<file path="config.mk">
export PLATFORM = sky130hd
export DESIGN_NAME = tsc_day_div
export DESIGN_NICKNAME = d
export VERILOG_FILES = /design/src/sv/tsc_pkg.sv /design/src/sv/tsc_day_div.sv
export SDC_FILE = /design/constraint.sdc
export NUM_CORES = 1
export LEC_CHECK = 0
export BUFFER_PORTS_ARGS = -buffer_cell sky130_fd_sc_hd__buf_4
export CORE_UTILIZATION = 62
export CTS_BUF_LIST = sky130_fd_sc_hd__clkbuf_4 sky130_fd_sc_hd__clkbuf_8 sky130_fd_sc_hd__clkbuf_16
export CTS_CLUSTER_DIAMETER = 80
export DETAILED_ROUTE_END_ITERATION = 8
export PLACE_DENSITY = 0.78
export SYNTH_ARGS = -nofsm -noshare
export SYNTH_HDL_FRONTEND = slang
export SYNTH_SLANG_ARGS = --single-unit
</file>
<file path="constraint.sdc">
create_clock -name clock -period 5.44 [get_ports clock]
set_clock_uncertainty 0.2 [all_clocks]
set_input_delay 0 -clock clock [delete_from_list [all_inputs] [get_ports clock]]
set_output_delay 0 -clock clock [all_outputs]
set_load 0.01 [all_outputs]
</file>
<file path="src/sv/tsc_pkg.sv">
`timescale 1ns / 1ps

package tsc_pkg;

   // Field widths
   localparam int TS_W    = 48;
   localparam int TZ_W    = 5;
   localparam int YEAR_W  = 14;
   localparam int MONTH_W = 4;
   localparam int DOM_W   = 5;
   localparam int DOW_W   = 3;
   localparam int WEEK_W  = 6;

   // Adjusted time: two guard bits cover the sign and the carry of the offset add
   localparam int ADJ_W    = TS_W + 2;
   localparam int OFF_MS_W = 27;
   localparam logic [OFF_MS_W-1:0] MS_PER_HOUR = 27'd3600000;
   localparam logic [TZ_W-1:0] TZ_RESET = 5'd8;

   // First millisecond past 9999-12-31 23:59:59.999
   localparam logic [TS_W-1:0] ADJ_LIMIT_MS = 48'd253402300800000;

   // 86400000 = 2^10 * 84375: shift off the power of two, divide by the odd part
   localparam int DAY_SHIFT = 10;
   localparam int DIV_W     = TS_W - DAY_SHIFT;
   localparam logic [DIV_W-1:0] DAY_ODD_DIV = 38'd84375;
   localparam int DAYS_W     = 22;
   localparam int DIV_STAGES = DAYS_W / 2;

   // Civil conversion pipeline
   localparam int CIV_STAGES = 9;
   localparam int DOY_W      = 9;

   localparam int DAYS_PER_WEEK = 7;
   localparam int THURSDAY_ISO  = 4;

   typedef struct packed {
      logic             valid;
      logic             range_err;
      logic [DOW_W-1:0] dow;
   } ctrl_type;

   typedef struct packed {
      logic [YEAR_W-1:0]  year;
      logic [MONTH_W-1:0] month;
      logic [DOM_W-1:0]   day;
      logic [DOY_W-1:0]   ordinal;
   } civil_type;

   // Weekday, 1 Sunday .. 7 Saturday, from days since epoch mod 7
   function automatic logic [DOW_W-1:0] dow_of_rem(input logic [2:0] r);
      logic [DOW_W-1:0] d;
      case (r)
         3'd0:    d = 3'd5;
         3'd1:    d = 3'd6;
         3'd2:    d = 3'd7;
         3'd3:    d = 3'd1;
         3'd4:    d = 3'd2;
         3'd5:    d = 3'd3;
         3'd6:    d = 3'd4;
         default: d = 3'd0;
      endcase
      return d;
   endfunction

   // ISO weekday, 1 Monday .. 7 Sunday, from days since epoch mod 7
   function automatic logic [DOW_W-1:0] iso_of_rem(input logic [2:0] r);
      logic [DOW_W-1:0] d;
      case (r)
         3'd0:    d = 3'd4;
         3'd1:    d = 3'd5;
         3'd2:    d = 3'd6;
         3'd3:    d = 3'd7;
         3'd4:    d = 3'd1;
         3'd5:    d = 3'd2;
         3'd6:    d = 3'd3;
         default: d = 3'd0;
      endcase
      return d;
   endfunction

endpackage

</file>
<file path="src/sv/tsc_day_div.sv">
`timescale 1ns / 1ps

// Radix-4 restoring divide of the shifted time by the odd part of a day.
module tsc_day_div (
   input  logic                        clock,
   input  logic [tsc_pkg::DIV_W-1:0]   dividend,
   output logic [tsc_pkg::DAYS_W-1:0]  quotient
);
   import tsc_pkg::*;

   logic [DIV_W-1:0]  rem_ff [DIV_STAGES-1];
   logic [DAYS_W-1:0] quo_ff [DIV_STAGES];

   for (genvar j = 0; j < DIV_STAGES; j++) begin : g_stage
      localparam int SH = DAYS_W - 2 - 2 * j;
      localparam logic [DIV_W+1:0] D1 = (DIV_W + 2)'(DAY_ODD_DIV) << SH;
      localparam logic [DIV_W+1:0] D2 = D1 << 1;
      localparam logic [DIV_W+1:0] D3 = D1 + D2;

      logic [DIV_W-1:0]  rem_cur;
      logic [DAYS_W-1:0] quo_cur;
      logic [DIV_W+1:0]  wide;
      logic [DIV_W+1:0]  sub;
      logic [1:0]        digit;
      logic [DIV_W-1:0]  rem_in;
      logic [DAYS_W-1:0] quo_in;

      if (j == 0) begin : g_first
         assign rem_cur = dividend;
         assign quo_cur = '0;
      end else begin : g_next
         assign rem_cur = rem_ff[j-1];
         assign quo_cur = quo_ff[j-1];
      end

      always_comb begin
         wide = {2'b00, rem_cur};
         if (wide >= D3) begin
            digit = 2'd3;
            sub   = D3;
         end else if (wide >= D2) begin
            digit = 2'd2;
            sub   = D2;
         end else if (wide >= D1) begin
            digit = 2'd1;
            sub   = D1;
         end else begin
            digit = 2'd0;
            sub   = '0;
         end
         rem_in = DIV_W'(wide - sub);
         quo_in = {quo_cur[DAYS_W-3:0], digit};
      end

      always_ff @(posedge clock) begin
         quo_ff[j] <= quo_in;
      end

      if (j < DIV_STAGES - 1) begin : g_keep
         always_ff @(posedge clock) begin
            rem_ff[j] <= rem_in;
         end
      end
   end

   assign quotient = quo_ff[DIV_STAGES-1];

endmodule

</file>
-- Word-level counts from Yosys, hierarchy flattened
Memory sizes are Yosys's and may differ from the RTL's.
Cells that the tools add are included.
- mux-type cells: 63
- $add $sub $neg: 10
- $lt $le $gt $ge: 33
- operators with widths (kind ; count):
    38-bit subtractor ; 10
    38-bit 2-to-1 mux ; 4
    38-bit by 18-bit >= comparator with 1-bit output (second input constant) ; 2
    38-bit by 20-bit >= comparator with 1-bit output (second input constant) ; 2
    38-bit by 22-bit >= comparator with 1-bit output (second input constant) ; 2
    38-bit by 24-bit >= comparator with 1-bit output (second input constant) ; 2
    38-bit by 26-bit >= comparator with 1-bit output (second input constant) ; 2
    38-bit by 28-bit >= comparator with 1-bit output (second input constant) ; 2
    38-bit by 30-bit >= comparator with 1-bit output (second input constant) ; 2
    38-bit by 32-bit >= comparator with 1-bit output (second input constant) ; 2
    38-bit by 34-bit >= comparator with 1-bit output (second input constant) ; 2
    38-bit by 36-bit >= comparator with 1-bit output (second input constant) ; 2
    38-bit >= comparator (second input constant) ; 2
    34-bit 2-to-1 mux ; 2
    32-bit 2-to-1 mux ; 2
    30-bit 2-to-1 mux ; 2
    28-bit 2-to-1 mux ; 2
    26-bit 2-to-1 mux ; 2
    24-bit 2-to-1 mux ; 2
    2-bit 2-to-1 mux ; 22
    22-bit 2-to-1 mux ; 2
    20-bit 2-to-1 mux ; 2
    38-bit by 17-bit >= comparator with 1-bit output (second input constant) ; 1
    38-bit by 19-bit >= comparator with 1-bit output (second input constant) ; 1
    other kinds (20) ; 30
- memory bits (writable): 622
- memories kept: 2
- flip-flop bits (word level): 0
- word-level logic and storage cells: 108
- memory list (name ; depth ; bits a word ; rd ports ; clocked after Yosys merged registers in ; write ports ; RTL line ; source):
    rem_ff ; 10 ; 38 ; 10 ; 0 ; 10 ; tsc_day_div.sv:11 ; logic [DIV_W-1:0] rem_ff [DIV_STAGES-1];
    quo_ff ; 11 ; 22 ; 11 ; 0 ; 11 ; tsc_day_div.sv:12 ; logic [DAYS_W-1:0] quo_ff [DIV_STAGES];

-- Depth between registers and ports, before layout
An unclocked memory read counts as a cell.
- depth after elaboration: 6
- gate-level depth with buffers: 20
- mapped depth without buffers: 19

-- Worst setup path after synthesis
Ideal clock, no wire load.
- kind: register -> register
- from: memory rem_ff[6][28] (netlist name)
- to: memory rem_ff[7][34] (netlist name)
- setup time: 0.120 ns
- arrival: 4.644 ns
- cell stages (with the launch flop): 18
- path slack: 0.476 ns
- buffers on the path: 0
- cell sequence: dfxtp_1 -> or4_4 -> or4_4 -> nor3_4 -> nand2_2 -> or4_4 -> a21oi_2 -> nor2b_2 -> or2_1 -> ha_1 -> a2111oi_0 -> o21ai_1 -> a32oi_1 -> inv_1 -> a211o_1 -> a221oi_2 -> nand2_1 -> xnor2_1
- RTL lines (element ; RTL line):
    start, declared ; tsc_day_div.sv:11

==> results.json <==
{
  "ys.warnings.count": 0,
  "final_common_cell": "dfxtp_1",
  "num_vias": 18600,
  "grt_overflow_total": 0,
  "synthesis.instances": 2360,
  "yosysUniqueCellTypes": 83,
  "dpl.cell_count": 2887,
  "finalCritPeriodShare_pct": 96.6,
  "dp_hpwl_um": 41600,
  "multiInputGateArea_sq_mm": 0.0124,
  "clock_latency_ns": 0.59,
  "swShare_pct": 37.8,
  "clkSinkCount": 512,
  "maxCapViolations": 0,
  "grt_pass1_wl_um": 92200,
  "vdd.ir_drop.worst_mv": 0.549,
  "place_ws_ns": 0.140,
  "p_clk_share_pct": 23.2,
  "wl_per_cell_um": 18.6,
  "cts_root_buffer": "clkbuf_16",
  "crit_path_end_kind": "flop",
  "synth.area.mux_share_pct": 0.0436,
  "die_h_um": 194,
  "fin_hold_ws_ns": 0.120,
  "synthAdderAreaFrac_pct": 10.1,
  "max_freq_ghz": 0.190,
  "gp_congestion": 0.921,
  "critPathMaxStageDelay_ns": 0.59,
  "async_reset_ff_share_pct": 0,
  "cts_htree_levels": 2,
  "cp_common_cell": "or4_1",
  "worstSetupPathType": "reg2reg",
  "comb_power_share_pct": 36.9,
  "ys.flop_type": "dfxtp_1",
  "dr.pass1.iters": 6,
  "arrival_ns": 5.56,
  "fill_cells": 2718,
  "dieArea_sq_mm": 0.0378,
  "die_w_um": 194,
  "nNetsFinal": 2761,
  "yosys.area_share.xor_xnor_pct": 8.59,
  "grt_pass1_vias": 18600,
  "drv_slew": 0,
  "synth_compound_area_share_pct": 19.6,
  "p_sw_mw": 5.91,
  "syn_to_final_growth_pct": 16.1,
  "p_seq_share_pct": 40.0,
  "hp-class": "reg2reg",
  "stdcell_count": 3054,
  "crit_fanout": 5,
  "tightest_slew_ns": 0.792,
  "synth_seq_area_share_pct": 44.7,
  "synth_edf_count": 0,
  "status": "finished clean",
  "io_buffers": 60,
  "p_int_mw": 9.74,
  "synth-simple-area-share_pct": 15.4,
  "detail_route.iter0.violations": 1011,
  "cts_buffers": 49,
  "finalCriticalPeriod_ns": 5.26,
  "top_usage_layer": "met2",
  "tns_ns": 0,
  "post_synth.cell_area_avg_sq_um": 9.72,
  "grt_util_met2_pct": 54.8,
  "path_clk_slew_ns": 0.06,
  "wl_um": 57000,
  "slew_headroom_pct": 46.8,
  "cts_tree": "yes",
  "coreArea_sq_mm": 0.0365,
  "worstSetupStartpointType": "flop",
  "grt_use_met3_pct": 4.29,
  "final_cell_mix": "dfxtp_1, a21oi_1, ha_1",
  "crit_chain": "or4_1, or4_1, or3_1, nor2_1, a21oi_1, or2_1, nand2_1, ha_1, inv_1, fa_1, a21o_1, a211oi_1, o21bai_1, o21ai_1, a31o_2, nand3b_1, nor4_1, xor2_1",
  "cpMaxStageDelayCell": "or4_1",
  "hold_violations": 0,
  "rows": 70,
  "synth_top_family_by_area": "compound AO/OA/AOI/OAI gates",
  "finalSetupViolCount": 0,
  "drc": 0,
  "drt-vias-per-instance": 6.09,
  "grt_max_degree": 17,
  "cp.required_ns": 5.74,
  "synth_nets": 2578,
  "drive_gt1_share_pct": 9.18,
  "use_met1_pct": 33.8,
  "p_leak_nw": 11.1,
  "powerDensity_mw_per_mm2": 587,
  "setup_ws_ns": 0.184,
  "netlist_area_sq_mm": 0.0229,
  "io_pins": 61,
  "finalPower_mw": 15.6,
  "ant_nets": 0,
  "grt_use_total_pct": 30.0,
  "antenna_found_initial": 4,
  "clk_path_buf_depth": 3,
  "seq_area_sq_mm": 0.0102,
  "rsz0062_at_grt": "yes",
  "initial_core_util_pct": 62.8,
  "ys_ff_latch": 512
}
layout make-up:
cell class,count,area share (%)
Antenna cell,3,0.0282
Clock buffer,67,5.50
Clock inverter,24,1.13
Inverter,79,1.11
Multi-Input combinational cell,1748,46.6
Sequential cell,512,38.5
Tap cell,468,2.20
Timing Repair Buffer,153,4.99
worst paths after layout:
kind	start	endpoint	slack (ns)	depth (start not counted)
worst min register to register	quo_ff[6][9]	quo_ff[7][11]	0.12	0
worst max register to register	rem_ff[5][31]	rem_ff[6][32]	0.18	18
worst max-delay path	rem_ff[5][31]	rem_ff[6][32]	0.18	18
worst min-delay path	quo_ff[6][9]	quo_ff[7][11]	0.12	0
timing repair:
| action | CTS | global route |
|---|---|---|
| setup buffers | 0 | 1 |
| hold endpoints to repair | 40 | 0 |
| setup endpoints to repair | 0 | 31 |
| gates resized for setup | 0 | 23 |
| hold buffers | 72 | 0 |
flip-flops by register name, summed over array words and instances (netlist names):
register,flops
quo_ff,132
rem_ff,380
cell usage after synthesis (all sizes together) (18+ instances only):
cell type	number	area, sq um
a211o	23	201
a211oi	40	313
a21o	59	443
a21oi	171	860
a31o	18	158
a31oi	18	128
clkbuf	20	75.1
dfxtp	512	10200
ha	169	2110
inv	79	297
nand2	169	637
nand2b	45	284
nand3	34	170
nand4	32	200
nor2	130	488
nor2b	44	278
nor3	60	312
nor4	54	344
o21a	39	293
o21ai	138	691
or3	20	125
xnor2	139	1220
xor2	86	753
through the flow:
stage	instance area (sq um)	utilization [%]
final	26600	73.0
after global routing	26600	72.9
after CTS	26500	72.7
after detailed placement	24000	65.8
after global placement	24000	65.8
after floorplan	22900	-
kinds of logic after synthesis:
| kind of cell | after synthesis |
|---|---|
| adders and majority gates | 179 |
| xor gates and xnor gates | 225 |
| buffers and inverters | 100 |
| DFF | 512 |
| muxes | 1 |
| and+or+nand+nor | 677 |
| AOI/OAI and AO/OA | 666 |
critical path, delay by kind of cell (launching register included):
family,cells,cell delay [ns]
compound gates,6,1.22
simple gates,8,2.57
buf+inv,1,0.06
flops,1,0.33
xor+xnor,1,0.21
fa+ha+maj,2,0.58
power groups by stage:
stage               registers, mW  logic [mW]  clock network [mW]
detailed placement           6.27        5.52                   0
global placement             6.25        5.45                   0
floorplan                    5.78        4.37                   0
CTS                          6.20        5.65                3.68
global route                 6.39        6.37                3.83
finish                       6.25        5.77                3.62
routing by layer:
metal	share of wire (%)	vias to the layer above	routed length, um
li1	-	9052	-
met1	41	8750	23100
met2	50	593	28600
met3	4.4	205	2510
met4	4.8	2	2730
met5	0.023	-	13
No activity file was read; power rests on OpenSTA's default activity.
