**src/sv/tsc_pkg.sv**
```systemverilog
`timescale 1ns / 1ps

package tsc_pkg;

   // Field widths
   localparam int TS_W    = 48;
   localparam int TZ_W    = 5;
   localparam int YEAR_W  = 14;
   localparam int MONTH_W = 4;
   localparam int DOM_W   = 5;
   localparam int DOW_W   = 3;
   localparam int WEEK_W  = 6;

   // Adjusted time: two guard bits cover the sign and the carry of the offset add
   localparam int ADJ_W    = TS_W + 2;
   localparam int OFF_MS_W = 27;
   localparam logic [OFF_MS_W-1:0] MS_PER_HOUR = 27'd3600000;
   localparam logic [TZ_W-1:0] TZ_RESET = 5'd8;

   // First millisecond past 9999-12-31 23:59:59.999
   localparam logic [TS_W-1:0] ADJ_LIMIT_MS = 48'd253402300800000;

   // 86400000 = 2^10 * 84375: shift off the power of two, divide by the odd part
   localparam int DAY_SHIFT = 10;
   localparam int DIV_W     = TS_W - DAY_SHIFT;
   localparam logic [DIV_W-1:0] DAY_ODD_DIV = 38'd84375;
   localparam int DAYS_W     = 22;
   localparam int DIV_STAGES = DAYS_W / 2;

   // Civil conversion pipeline
   localparam int CIV_STAGES = 9;
   localparam int DOY_W      = 9;

   localparam int DAYS_PER_WEEK = 7;
   localparam int THURSDAY_ISO  = 4;

   typedef struct packed {
      logic             valid;
      logic             range_err;
      logic [DOW_W-1:0] dow;
   } ctrl_type;

   typedef struct packed {
      logic [YEAR_W-1:0]  year;
      logic [MONTH_W-1:0] month;
      logic [DOM_W-1:0]   day;
      logic [DOY_W-1:0]   ordinal;
   } civil_type;

   // Weekday, 1 Sunday .. 7 Saturday, from days since epoch mod 7
   function automatic logic [DOW_W-1:0] dow_of_rem(input logic [2:0] r);
      logic [DOW_W-1:0] d;
      case (r)
         3'd0:    d = 3'd5;
         3'd1:    d = 3'd6;
         3'd2:    d = 3'd7;
         3'd3:    d = 3'd1;
         3'd4:    d = 3'd2;
         3'd5:    d = 3'd3;
         3'd6:    d = 3'd4;
         default: d = 3'd0;
      endcase
      return d;
   endfunction

   // ISO weekday, 1 Monday .. 7 Sunday, from days since epoch mod 7
   function automatic logic [DOW_W-1:0] iso_of_rem(input logic [2:0] r);
      logic [DOW_W-1:0] d;
      case (r)
         3'd0:    d = 3'd4;
         3'd1:    d = 3'd5;
         3'd2:    d = 3'd6;
         3'd3:    d = 3'd7;
         3'd4:    d = 3'd1;
         3'd5:    d = 3'd2;
         3'd6:    d = 3'd3;
         default: d = 3'd0;
      endcase
      return d;
   endfunction

endpackage

```
**src/sv/tsc_civil.sv**
```systemverilog
`timescale 1ns / 1ps

// Days since epoch to Gregorian year, month, day and zero-based day of year.
module tsc_civil (
   input  logic                       clock,
   input  logic [tsc_pkg::DAYS_W-1:0] day_num,
   output tsc_pkg::civil_type         civil
);
   import tsc_pkg::*;

   localparam int Z_W   = DAYS_W;
   localparam int ERA_W = 5;
   localparam int DOE_W = 18;
   localparam int YOE_W = 9;
   localparam int MP_W  = 4;
   localparam int MPN_W = DOY_W + 2;

   localparam logic [Z_W-1:0] EPOCH_BIAS = Z_W'(719468);
   localparam longint unsigned DAYS_PER_ERA = 146097;
   localparam longint unsigned DAYS_4Y      = 1460;
   localparam longint unsigned DAYS_100Y    = 36524;
   localparam logic [DOE_W-1:0] LAST_DOE    = DOE_W'(146096);
   localparam int DAYS_PER_YEAR = 365;
   localparam int YEARS_PER_ERA = 400;
   localparam int MAR_TO_JAN    = 306;
   localparam int JAN_TO_MAR    = 59;

   // Reciprocal constants: ceil(2^K / d), K chosen so the floor is exact
   localparam int ERA_K  = 40;
   localparam longint unsigned ERA_MUL =
      ((64'd1 << ERA_K) + DAYS_PER_ERA - 64'd1) / DAYS_PER_ERA;
   localparam int ERA_MUL_W = $clog2(ERA_MUL + 1);
   localparam int ERA_P_W   = Z_W + ERA_MUL_W;

   localparam int C4_K = 29;
   localparam longint unsigned C4_MUL = ((64'd1 << C4_K) + DAYS_4Y - 64'd1) / DAYS_4Y;
   localparam int C4_MUL_W = $clog2(C4_MUL + 1);
   localparam int C4_P_W   = DOE_W + C4_MUL_W;

   localparam int C100_K = 34;
   localparam longint unsigned C100_MUL =
      ((64'd1 << C100_K) + DAYS_100Y - 64'd1) / DAYS_100Y;
   localparam int C100_MUL_W = $clog2(C100_MUL + 1);
   localparam int C100_P_W   = DOE_W + C100_MUL_W;

   localparam int Y_K = 27;
   localparam longint unsigned Y_MUL = ((64'd1 << Y_K) + 64'd364) / 64'd365;
   localparam int Y_MUL_W = $clog2(Y_MUL + 1);
   localparam int Y_P_W   = DOE_W + Y_MUL_W;

   localparam int MP_K = 19;
   localparam longint unsigned MP_MUL = ((64'd1 << MP_K) + 64'd152) / 64'd153;
   localparam int MP_MUL_W = $clog2(MP_MUL + 1);
   localparam int MP_P_W   = MPN_W + MP_MUL_W;

   // First day of each March-based month
   function automatic logic [DOY_W-1:0] month_start(input logic [MP_W-1:0] mp);
      logic [DOY_W-1:0] s;
      case (mp)
         4'd0:    s = 9'd0;
         4'd1:    s = 9'd31;
         4'd2:    s = 9'd61;
         4'd3:    s = 9'd92;
         4'd4:    s = 9'd122;
         4'd5:    s = 9'd153;
         4'd6:    s = 9'd184;
         4'd7:    s = 9'd214;
         4'd8:    s = 9'd245;
         4'd9:    s = 9'd275;
         4'd10:   s = 9'd306;
         4'd11:   s = 9'd337;
         default: s = 9'd0;
      endcase
      return s;
   endfunction

   function automatic logic yoe7_in_range(input logic [YOE_W-1:0] y,
                                          input logic [YOE_W-1:0] lim);
      return y >= lim;
   endfunction

   logic [Z_W-1:0]   z_ff, z2_ff;
   logic [ERA_W-1:0] era2_ff, era3_ff, era4_ff, era5_ff, era6_ff, era7_ff, era8_ff;
   logic [DOE_W-1:0] doe3_ff, doe4_ff, doe5_ff, doe6_ff;
   logic [6:0]       q4y_ff;
   logic [2:0]       q100y_ff;
   logic             full_ff;
   logic [DOE_W-1:0] t5_ff;
   logic [YOE_W-1:0] yoe6_ff, yoe7_ff, yoe8_ff;
   logic [DOY_W-1:0] doy7_ff, doy8_ff;
   logic [MP_W-1:0]  mp8_ff;
   civil_type        civil_ff;

   logic [ERA_P_W-1:0]  era_prod;
   logic [Z_W-1:0]      doe_full;
   logic [DOE_W-1:0]    doe3_in;
   logic [C4_P_W-1:0]   q4y_prod;
   logic [C100_P_W-1:0] q100y_prod;
   logic [DOE_W-1:0]    t5_in;
   logic [Y_P_W-1:0]    yoe_prod;
   logic [1:0]          cent;
   logic [DOE_W-1:0]    year_base;
   logic [DOY_W-1:0]    doy7_in;
   logic [MPN_W-1:0]    mp_num;
   logic [MP_P_W-1:0]   mp_prod;
   logic                jan_feb;
   logic                leap;
   civil_type           civil_in;

   // era = z / 146097
   assign era_prod = ERA_P_W'(z_ff) * ERA_P_W'(ERA_MUL);

   // doe = z - era * 146097
   assign doe_full = z2_ff - Z_W'(era2_ff) * Z_W'(DAYS_PER_ERA);
   assign doe3_in  = doe_full[DOE_W-1:0];

   // Leap-cycle corrections
   assign q4y_prod   = C4_P_W'(doe3_ff) * C4_P_W'(C4_MUL);
   assign q100y_prod = C100_P_W'(doe3_ff) * C100_P_W'(C100_MUL);

   assign t5_in = doe4_ff - DOE_W'(q4y_ff) + DOE_W'(q100y_ff) - DOE_W'(full_ff);

   // yoe = t / 365
   assign yoe_prod = Y_P_W'(t5_ff) * Y_P_W'(Y_MUL);

   always_comb begin
      if (yoe7_in_range(yoe6_ff, 9'd300)) begin
         cent = 2'd3;
      end else if (yoe7_in_range(yoe6_ff, 9'd200)) begin
         cent = 2'd2;
      end else if (yoe7_in_range(yoe6_ff, 9'd100)) begin
         cent = 2'd1;
      end else begin
         cent = 2'd0;
      end
      year_base = DOE_W'(yoe6_ff) * DOE_W'(DAYS_PER_YEAR) + DOE_W'(yoe6_ff >> 2)
                  - DOE_W'(cent);
      doy7_in   = DOY_W'(doe6_ff - year_base);
   end

   // mp = (5 * doy + 2) / 153
   assign mp_num  = MPN_W'(doy7_ff) * MPN_W'(5) + MPN_W'(2);
   assign mp_prod = MP_P_W'(mp_num) * MP_P_W'(MP_MUL);

   always_comb begin
      jan_feb = mp8_ff >= MP_W'(10);
      leap    = (yoe8_ff[1:0] == 2'b00) && (yoe8_ff != YOE_W'(100))
                && (yoe8_ff != YOE_W'(200)) && (yoe8_ff != YOE_W'(300));
      civil_in.day   = DOM_W'(doy8_ff - month_start(mp8_ff) + DOY_W'(1));
      civil_in.month = jan_feb ? MONTH_W'(mp8_ff - MP_W'(9)) : MONTH_W'(mp8_ff + MP_W'(3));
      civil_in.year  = YEAR_W'(yoe8_ff) + YEAR_W'(era8_ff) * YEAR_W'(YEARS_PER_ERA)
                       + YEAR_W'(jan_feb);
      civil_in.ordinal = jan_feb ? DOY_W'(doy8_ff - DOY_W'(MAR_TO_JAN))
                                 : DOY_W'(doy8_ff + DOY_W'(JAN_TO_MAR) + DOY_W'(leap));
   end

   always_ff @(posedge clock) begin
      z_ff     <= day_num + EPOCH_BIAS;
      z2_ff    <= z_ff;
      era2_ff  <= era_prod[ERA_K +: ERA_W];
      doe3_ff  <= doe3_in;
      era3_ff  <= era2_ff;
      doe4_ff  <= doe3_ff;
      era4_ff  <= era3_ff;
      q4y_ff   <= q4y_prod[C4_K +: 7];
      q100y_ff <= q100y_prod[C100_K +: 3];
      full_ff  <= doe3_ff == LAST_DOE;
      t5_ff    <= t5_in;
      doe5_ff  <= doe4_ff;
      era5_ff  <= era4_ff;
      yoe6_ff  <= yoe_prod[Y_K +: YOE_W];
      doe6_ff  <= doe5_ff;
      era6_ff  <= era5_ff;
      doy7_ff  <= doy7_in;
      yoe7_ff  <= yoe6_ff;
      era7_ff  <= era6_ff;
      mp8_ff   <= mp_prod[MP_K +: MP_W];
      doy8_ff  <= doy7_ff;
      yoe8_ff  <= yoe7_ff;
      era8_ff  <= era7_ff;
      civil_ff <= civil_in;
   end

   assign civil = civil_ff;

endmodule

```
**config.mk**
```make
export PLATFORM = sky130hd
export DESIGN_NAME = tsc_civil
export DESIGN_NICKNAME = d
export VERILOG_FILES = /design/src/sv/tsc_pkg.sv /design/src/sv/tsc_civil.sv
export SDC_FILE = /design/constraint.sdc
export NUM_CORES = 2
export LEC_CHECK = 0
export BUFFER_PORTS_ARGS = -buffer_cell sky130_fd_sc_hd__buf_4
export CORE_MARGIN = 2
export CORE_UTILIZATION = 70
export DETAILED_ROUTE_END_ITERATION = 12
export PLACE_DENSITY = 0.87
export SLEW_MARGIN = 20
export SYNTH_ARGS = -nofsm -noshare
export SYNTH_HDL_FRONTEND = slang
export SYNTH_SLANG_ARGS = --single-unit
```
**constraint.sdc**
```tcl
create_clock -name clock -period 16.5 [get_ports clock]
set_input_delay 2.475 -clock clock [delete_from_list [all_inputs] [get_ports clock]]
set_output_delay 2.475 -clock clock [all_outputs]
set_load 0.05 [all_outputs]
```
# Word-level counts from Yosys, hierarchy flattened
# Memory sizes are Yosys's and may differ from the RTL's. A register that Yosys moved wholly into a read port is not among the register bits.
# Index checks and enable logic that the tools add are counted.
dict set report word_totals {
  regBits 239
  romBits 144
  in_bits 23
  output_inout_bits 32
  elab_cells 72
  memories 1
}
# name words word_bits read_ports rd_ports_with_merged_regs write_ports line
set mem_list {}
lappend mem_list {{(no name shown)} 16 9 1 1 0 tsc_civil.sv:59} ;# case (mp)
dict set report classes {
  add_sub_neg 18
  n_mul 9
  n_lt_le_gt_ge 4
  eq_ne 4
  mux 5
  reduce_logical 4
}
# cell count
set ops {}
lappend ops {{multiplier 18 x 16 -> 33 bit (second input constant)} 2}
lappend ops {{multiplier 22 x 22 -> 44 bit (second input constant)} 1}
lappend ops {{multiplier 18 x 19 -> 37 bit (second input constant)} 1}
lappend ops {{multiplier 11 x 12 -> 23 bit (second input constant)} 1}
lappend ops {{adder 22 x 20 -> 22 bit (second input constant)} 1}
lappend ops {{adder 18 x 3 -> 18 bit} 1}
lappend ops {{equality test 18 bit (second input constant)} 1}
lappend ops {{multiplier 5 x 18 -> 18 bit (second input constant)} 1}
lappend ops {{subtractor 18 x 1 -> 18 bit} 1}
lappend ops {{subtractor 18 bit} 1}
lappend ops {{subtractor 18 x 7 -> 18 bit} 1}
lappend ops {{adder 14 x 1 -> 14 bit} 1}
lappend ops {{adder 9 x 14 -> 14 bit} 1}
lappend ops {{adder 11 x 2 -> 11 bit (second input constant)} 1}
lappend ops {{multiplier 9 x 3 -> 11 bit (second input constant)} 1}
lappend ops {{multiplier 5 x 5 -> 10 bit (second input constant)} 1}
lappend ops {{adder 9 x 1 -> 9 bit} 1}
lappend ops {{adder 9 x 6 -> 9 bit (second input constant)} 1}
lappend ops {{adder 9 x 7 -> 9 bit} 1}
lappend ops {{>= comparator 9 x 7 -> 1 bit (second input constant)} 1}
lappend ops {{>= comparator 9 x 8 -> 1 bit (second input constant)} 1}
lappend ops {{>= comparator 9 bit (second input constant)} 1}
lappend ops {{multiplier 9 x 9 -> 9 bit (second input constant)} 1}
lappend ops {{2-to-1 mux 9 bit} 1}
lappend ops {{16 further kinds} 19}

# Depth between registers and ports, before layout
dict set report depth {
  ltp_word 6
  ltp_mapped 34
  mapped_depth_nobuf 34
}

# Worst setup path after synthesis
# OpenSTA, ideal clock, no wires.
dict set report synth_timing {
  path_type {register -> register}
  start {register doy7_ff[1]}
  end {register (tool-made name)}
  setup_time_ps 59
  arrival_time_ps 6971
  t_required_ps 16441
  path_slack_ps 9470
  stages_incl_launch_ff 31
  path_buffers 0
  period_less_slack_ps 7030
  path_cell_list {dfxtp_1 ha_1 ha_1 o211a_1 o21a_1 o21a_1 o21a_1 o21ai_0 nand2b_1 a21oi_1 o21bai_1 xor2_1 ha_1 inv_1 fa_1 fa_1 fa_1 fa_1 inv_1 ha_1 a21o_1 a221o_1 a21oi_1 nor2b_1 o41ai_4 nand2_1 a21oi_1 xnor2_1 ha_1 a211o_1 nand2_1}
}
# item line
set synth_rtl {}
lappend synth_rtl {{start, declared} tsc_civil.sv:90} ;# logic [DOY_W-1:0] doy7_ff, doy8_ff;
lappend synth_rtl {{start signal, assigned} tsc_civil.sv:174} ;# doy7_ff <= doy7_in;

==> impl_results.md <==
- Clk_lat worst skew: 0.56 ns
- Post CTS Setup Buffer Count: 0
- Fmax: 131 MHz
- Post-synth EDFFs: 0
- # H-tree levels: 1
- First-pass GRT wire length: 131 mm
- IO buf count: 54
- Hold crit path type: flop to flop
- Inserted Diodes: 0
- Pins over their slew limit: 0
- Slew @ Worst Pin: 0.956 ns
- Outcome: complete, no violations
- Syn nets: 4825
- Crit path launch type: flop
- Crit-path leading delay family: adder cells
- Synthesized flop and latch total: 244
- Synth area leader: fa_1
- Initial antenna violation count: 0
- Arr. time, crit path: 8.15 ns
- Total CTS buffers: 27
- Root buffer cell: clkbuf_16
- Final-report setup violation count: 0
- Router iterations before antenna repair: 7
- GPL Wtd Cong: 0.936
- Starting DRC count in detailed routing: 1402
- Slowest cell on crit path: fa_1
- Distinct cells, synth: 77
- DRC: 0
- TNS Setup: 0 ns
- Dpl hpwl: 65.8 mm
- ANT nets after route: 0
- Main synth FF type: dfxtp_1
- Seq/Total Area, Yosys: 13.6%
- Die Ht: 230 µm
- Die width: 230 µm
- RSZ-0062 raised after global routing: no
- Slowest cell delay on critical path: 0.54 ns
- Asr flop ratio synth: 0%
- Layout Skew: 0.0227 ns
- CP Max Fanout: 6
- Max Cap Violations: 0
- Register area: 4880 µm²
- Crit end category: flop
- Initial Util: 70.4%
- Total GRT Usage: 31.4%
- Fillers: 3205
- Layout cells sized above 1: 4.07%
- Fin nets: 4919
- CTS sink cnt: 244
- Num ports: 55
- Top cells by area, synth: fa_1, ha_1, dfxtp_1
- Clock transition at path regs: 0.06 ns
- Slew headroom: 36.2%
- Core area: 51000 µm²
- Most frequent cells in the layout: inv_1, ha_1, fa_1
- GRT overflow: 0
- Synth top area share: 33.1%
- Max Buffers Root-to-Sink: 3
- Hold Worst Slack: 0.320 ns
- Ys Warns: 0
- Die area: 53100 µm²
- DR vias: 23300
- WL/cell: 19.1 µm
- Rows: 83
- Routed vias/inst: 5.66
- CTS tree: built
- Drt total wl: 78.9 mm
- Area Growth Syn to Fin: 6.39%
- Buf+Inv Stages, Crit Path: 3
- Largest net degree at the start of global routing: 16
- Syn Std Cell Area: 35900 µm²
- Post-route clock period utilization: 46.4%
- WP data required: 17.00 ns
- Post-route minimum period: 7.65 ns
- Cts-stage hold buffer count: 0
- Area taken by multi-input logic gates: 27600 µm²
- Number of global-route vias before repair: 26300
- Hold Fails Final Rpt: 0
- Most common cell after layout, fill and taps aside: inv_1
- Mapped Cells: 3329
- Mean post-synth cell area: 10.8 µm²
- Critical path class: flop to flop
- Cell repeated most along the worst path: ha_1
- Cts repair resizes: 0
## through the flow
| stage | cell area, µm² | std cells | utilization, % | setup WS (ns) |
|---|---|---|---|---|
| 2_1_floorplan | 35900 | 3329 | - | 9.47 |
| 3_3_place_gp | 37300 | 4074 | 73.1 | 9.13 |
| 3_5_place_dp | 37300 | 4074 | 73.1 | 8.87 |
| 4_1_cts | 38200 | 4124 | 74.9 | 8.80 |
| 5_1_grt | 38200 | 4124 | 74.9 | 8.32 |
| 6_report | 38200 | 4124 | 74.9 | 8.85 |
## worst paths after layout
kind                   start          to  slack, ns  cells past startpoint
setup reg to reg  doy7_ff[1]        flop       8.85                     31
setup / recovery  doy7_ff[1]        flop       8.85                     31
hold / removal    era6_ff[4]  era7_ff[4]       0.32                      0
hold reg to reg   era6_ff[4]  era7_ff[4]       0.32                      0
## layer usage
| layer | vias to the layer above | wire, µm | GRT usage [%] | share of wire [%] |
|---|---|---|---|---|
| met3 | 280 | 4710 | 5.11 | 6.0 |
| met5 | - | 0 | 0 | 0 |
| met1 | 11500 | 30400 | 37.8 | 39 |
| met4 | 0 | 3880 | 13.7 | 4.9 |
| met2 | 806 | 39900 | 55.8 | 51 |
| li1 | 10700 | - | - | - |
## worst register-to-register path, delay by kind of cell (launching register included)
family,cells,cell delay (ns)
AO/OA/AOI/OAI,13,2.59
XOR/XNOR,2,0.48
adder cells (fa/ha/maj),9,3.31
buffers and inverters,3,0.26
flip-flops,1,0.43
AND/OR/NAND/NOR,4,0.50
## synthesized netlist by cell type (20+ instances only)
cell and instances:
xor2_1 34, dfxtp_1 244, nor2_1 63, nand2_1 53, a21o_1 58, a21oi_1 86, inv_1 909, ha_1 880
nand4_1 20, o21ai_0 39, fa_1 593, xnor2_1 111
## kinds of logic after synthesis
family | Yosys count | share of synthesized area [%]
simple gates | 242 | 3.43
flops | 244 | 13.6
mux | 6 | 0.185
xor+xnor | 146 | 3.58
buf+inv | 913 | 9.54
fa+ha+maj | 1473 | 63.7
compound gates | 305 | 5.93
## flip-flops by register name (all words and copies together), names as in the netlist, 9 cells and up, named ones only
name / count
z2_ff: 18
doy8_ff: 9
z_ff: 22
yoe7_ff: 9
doe5_ff: 9
doe6_ff: 9
civil: 32
doy7_ff: 9
yoe8_ff: 9
doe4_ff: 18
t5_ff: 18
doe3_ff: 18
yoe6_ff: 9
## area by class of cell
class,instances,share of cell area (%)
Timing Repair Buffer,68,1.34
Tap cell,680,2.23
Inverter,910,8.94
Clock buffer,33,1.85
Sequential cell,244,12.8
Clock inverter,17,0.619
Multi-Input combinational cell,2172,72.2
Power is left out: the tool's default activity adds up to more than one toggle a clock period on the data nets, which glitch-free logic cannot reach.
